`config.mk`:
```
export PLATFORM = sky130hd
export DESIGN_NAME = fcce_csr
export DESIGN_NICKNAME = d
export VERILOG_FILES = /design/src/rtl/fcce_pkg.sv /design/src/rtl/fcce_csr.sv
export SDC_FILE = /design/constraint.sdc
export NUM_CORES = 1
export LEC_CHECK = 0
export BUFFER_PORTS_ARGS = -buffer_cell sky130_fd_sc_hd__buf_2
export CORE_MARGIN = 8
export CORE_UTILIZATION = 40
export CTS_BUF_LIST = sky130_fd_sc_hd__clkbuf_2 sky130_fd_sc_hd__clkbuf_4 sky130_fd_sc_hd__clkbuf_8
export CTS_CLUSTER_SIZE = 28
export DETAILED_ROUTE_END_ITERATION = 10
export PLACE_DENSITY = 0.87
export SYNTH_ARGS = -nofsm -noshare
export SYNTH_HDL_FRONTEND = slang
export SYNTH_SLANG_ARGS = --single-unit
export TNS_END_PERCENT = 5
```
`constraint.sdc`:
```
create_clock -name clock -period 1.15 [get_ports clock]
set_input_delay 0.0575 -clock clock [delete_from_list [all_inputs] [get_ports clock]]
set_output_delay 0.0575 -clock clock [all_outputs]
set_load 0.005 [all_outputs]
```
`src/rtl/fcce_pkg.sv`:
```
package fcce_pkg;

   localparam int SIGNAL_DEPTH = 1024;
   localparam int PATCH_DEPTH  = 256;
   localparam int SAMPLE_BITS  = 16;

   localparam int SUM_BITS  = 40;
   localparam int ADDR_BITS = 4;
   localparam int DATA_BITS = 32;

   localparam logic signed [SUM_BITS-1:0] SUM_MAX = {1'b0, {(SUM_BITS-1){1'b1}}};
   localparam logic signed [SUM_BITS-1:0] SUM_MIN = {1'b1, {(SUM_BITS-1){1'b0}}};

   // Action codes of an input item.
   localparam logic [1:0] ACT_SIGNAL_WR = 2'd0;
   localparam logic [1:0] ACT_PATCH_WR  = 2'd1;
   localparam logic [1:0] ACT_QUERY     = 2'd2;

   // Register indexes (byte address is four times the index).
   localparam logic [1:0] REG_MODE       = 2'd0;
   localparam logic [1:0] REG_SIGNAL_LEN = 2'd1;
   localparam logic [1:0] REG_PATCH_LEN  = 2'd2;

   typedef struct packed {
      logic [1:0]         action;
      logic [10:0]        position;
      logic signed [15:0] sample;
   } req_payload_type;

   typedef struct packed {
      logic signed [SUM_BITS-1:0] sum_value;
      logic                       out_of_range;
   } rsp_payload_type;

   typedef struct packed {
      logic        correlate_mode;
      logic [10:0] signal_length;
      logic [8:0]  patch_length;
   } cfg_type;

endpackage

```
`src/rtl/fcce_csr.sv`:
```
module fcce_csr (
   input  logic                                 clock,
   input  logic                                 reset,
   input  logic                                 psel,
   input  logic                                 penable,
   input  logic                                 pwrite,
   input  logic [fcce_pkg::ADDR_BITS-1:0]       paddr,
   input  logic [fcce_pkg::DATA_BITS-1:0]       pwdata,
   output logic [fcce_pkg::DATA_BITS-1:0]       prdata,
   output logic                                 pready,
   output fcce_pkg::cfg_type                    cfg
);

   fcce_pkg::cfg_type cfg_ff;
   fcce_pkg::cfg_type cfg_in;
   logic              wr_fire;
   logic [1:0]        reg_index;

   assign wr_fire   = psel && penable && pwrite;
   assign reg_index = paddr[3:2];

   always_comb begin
      cfg_in = cfg_ff;
      if (wr_fire) begin
         unique case (reg_index)
            fcce_pkg::REG_MODE:       cfg_in.correlate_mode = pwdata[0];
            fcce_pkg::REG_SIGNAL_LEN: cfg_in.signal_length  = pwdata[10:0];
            fcce_pkg::REG_PATCH_LEN:  cfg_in.patch_length   = pwdata[8:0];
            default:                  cfg_in = cfg_ff;
         endcase
      end
   end

   always_ff @(posedge clock) begin
      if (reset) begin
         cfg_ff.correlate_mode <= 1'b0;
         cfg_ff.signal_length  <= 11'd1;
         cfg_ff.patch_length   <= 9'd1;
      end else begin
         cfg_ff <= cfg_in;
      end
   end

   always_comb begin
      unique case (reg_index)
         fcce_pkg::REG_MODE:       prdata = {31'd0, cfg_ff.correlate_mode};
         fcce_pkg::REG_SIGNAL_LEN: prdata = {21'd0, cfg_ff.signal_length};
         fcce_pkg::REG_PATCH_LEN:  prdata = {23'd0, cfg_ff.patch_length};
         default:                  prdata = '0;
      endcase
   end

   assign pready = 1'b1;
   assign cfg    = cfg_ff;

endmodule

```
==> key figures <==
Run status
  • Status: finished, final reports clean

STA
  • Setup TNS: 0 ns
  • Final Hold Fails: 0
  • RSZ-0062 raised after global routing: no
  • Slew Viols, Final: 0
  • Min Tclk post-route: 1.055 ns
  • Fmax: 948.0 MHz
  • Fin crit share: 0.9173
  • Clk_skew: 0 ns
  • Final Setup Violations: 0

Layout
  • Layout cells sized above 1: 0.3636
  • Post-Layout Cell Count: 207
  • Most frequent cells in the layout: buf_2 (49), nand2b_1 (28), conb_1 (22), mux2i_1 (21), dfxtp_1 (19)
  • Final #Nets: 218
  • Diodes inserted: 0
  • # fillers: 268
  • Largest register FFs: 21
  • Synth-to-layout area growth: 21.90%
  • Most common cell after layout, fill and taps aside: buf_2

Clock tree
  • TritonCTS Buffers: 3
  • Clock Pin Slew Worst Setup and Hold Paths: 0.12 ns
  • Clk_lat worst skew: 0.29 ns
  • Maximum buffer depth of the clock tree: 2
  • Clk root buf: clkbuf_4
  • Postcts setup bufs: 0
  • H-tree Lvls: 1
  • Clock tree from TritonCTS: built
  • Sink Count: 21

Die
  • Number of top-level pins: 95
  • # rows: 19
  • Initial Utilization: 0.4251
  • DIE AREA: 4952 um^2
  • Die H: 70.37 um
  • Core area: 2781 um^2
  • Die W: 70.37 um

Synth
  • Post-synth top area share: 0.3556
  • Cell taking the most area after synthesis: dfxtp_1
  • Synth area leaders: dfxtp_1 (36%), mux2i_1 (18%), nand2b_1 (15%), buf_4 (15%), a22o_1 (5.9%)
  • Seq/Total Area, Yosys: 0.3556
  • Post-Synthesis Cell Area: 1182 um^2
  • Synthesized flop and latch total: 21
  • Synth Instances: 124
  • Yosys warns: 0
  • Syn avg cell area: 9.535 um^2
  • Yosys cell types: 21

Power
  • Peak supply drop: 0.6665 mV
  • Leak Pwr: 0.7422 nW
  • Power Total: 1.287 mW
  • Power density cells: 893.2 nW/um^2

Worst setup path
  • Worst Setup EP: prdata[5]
  • CP Class: reg2out
  • R2R Setup Slk: 0.49 ns
  • Setup crit end kind: output port
  • RR Endpoint: cfg[16]
  • Worst Path Arrival: 1.00 ns
  • Critical R2R Launch: cfg[16]
  • WP data required: 1.09 ns
  • R2R depth: 2
  • Worst-path fanout max: 3
  • CP startpoint: cfg[14]
  • CP Launch Type: register

Routing
  • Via count: 960
  • Wire per inst: 14.11 um
  • Starting DRC count in detailed routing: 10
  • Drt pass-1 iters: 3
  • Antenna viol nets, final: 0
  • Total wire length: 2921 um
  • DR DRC count: 0
  • DR vias/cell: 4.638

Placement
  • Inst Count DP: 202
  • Routability Congestion: 0.6996
  • I/O Buffers: 49
  • Hpwl dp: 2315 um

Global route
  • Total GRT Usage: 0.1212
  • Initial antenna violation count: 0
  • Vias in the first global route: 1111
  • First-pass GRT wire length: 5050 um
  • Largest net degree at the start of global routing: 33
  • Grt ovf: 0

Job
  • Max Cap Viol: 0

Min path
  • HP Class: in2reg
[what timing repair did]
| item | CTS | global route |
|---|---|---|
| resized for setup | 0 | 3 |
| setup endpoints to repair | 0 | 1 |
| hold buffers | 1 | 0 |
| endpoints found under the hold margin | 1 | 0 |
[layer usage]
metal	up-vias	part of all wire	GRT usage
li1	473	-	-
met1	436	0.42	0.1299
met2	49	0.46	0.2012
met3	2	0.11	0.06921
met4	0	0.0027	0.02679
met5	-	0	0
[layout make-up]
cell class | instances | area (um^2) | share of cell area
repair buffers | 56 | 300.3 | 0.2083
clock buffers | 4 | 30.03 | 0.02083
flip-flops and latches | 21 | 422.9 | 0.2934
well taps | 31 | 38.79 | 0.02691
multi-input cells | 95 | 649.4 | 0.4505
[cells by family (layout without fill, tap and decap cells)]
family	count (synthesis)	in the layout	synth area share
buf+inv	28	60	0.1630
mux	21	21	0.1778
compound gates	11	11	0.07407
simple gates	41	41	0.2233
other cells	2	22	0.006352
flops	21	21	0.3556
[stage by stage]
stage / setup WS [ns] / instance area (um^2) / util / hold slack, ns
after floorplan: 0.3250 / 1257 / - / 0.1983
after global placement: 0.1056 / 1399 / 0.5029 / 0.3237
after detailed placement: 0.05671 / 1399 / 0.5029 / 0.3288
after CTS: 0.03267 / 1439 / 0.5173 / 0.003756
after global routing: 0.02319 / 1441 / 0.5182 / 0.004252
final: 0.09511 / 1441 / 0.5182 / 0.01763
[synth_stat cells]
master / n
o21ai_0: 1
and2b_1: 1
nor3b_2: 1
or4b_1: 1
nor2b_1: 1
nand4_2: 1
clkbuf_1: 4
buf_2: 1
nand2b_1: 28
mux2i_1: 21
dfxtp_1: 21
conb_1: 2
o31ai_1: 1
and2_1: 2
nand3_1: 1
buf_4: 23
a21oi_1: 1
nor2_1: 3
a22o_1: 8
nor3b_1: 1
nand2_1: 1
[critical path, cell delays in order (launching register included)]
cell and delay, ns:
dfxtp_1 0.35, a22o_1 0.22, buf_2 0.13
[worst min path at each step]
stage                     depth (start not counted)        end  slack [ns]       start
after floorplan                                   1  prdata[0]        0.20    paddr[3]
after global placement                            3    cfg[18]        0.32   pwdata[9]
after detailed placement                          3    cfg[19]        0.33  pwdata[10]
after CTS                                         3    cfg[18]       0.004   pwdata[9]
after global routing                              3    cfg[18]       0.004   pwdata[9]
final                                             3    cfg[18]        0.02   pwdata[9]
[power by group]
group / internal, mW / switching [mW] / total (mW)
Sequential: 0.737 / 0.00721 / 0.744
Clock: 0.158 / 0.215 / 0.373
Combinational: 0.0784 / 0.0918 / 0.170
Total: 0.974 / 0.314 / 1.29
Note: power is estimated with default switching activity, not from simulation.
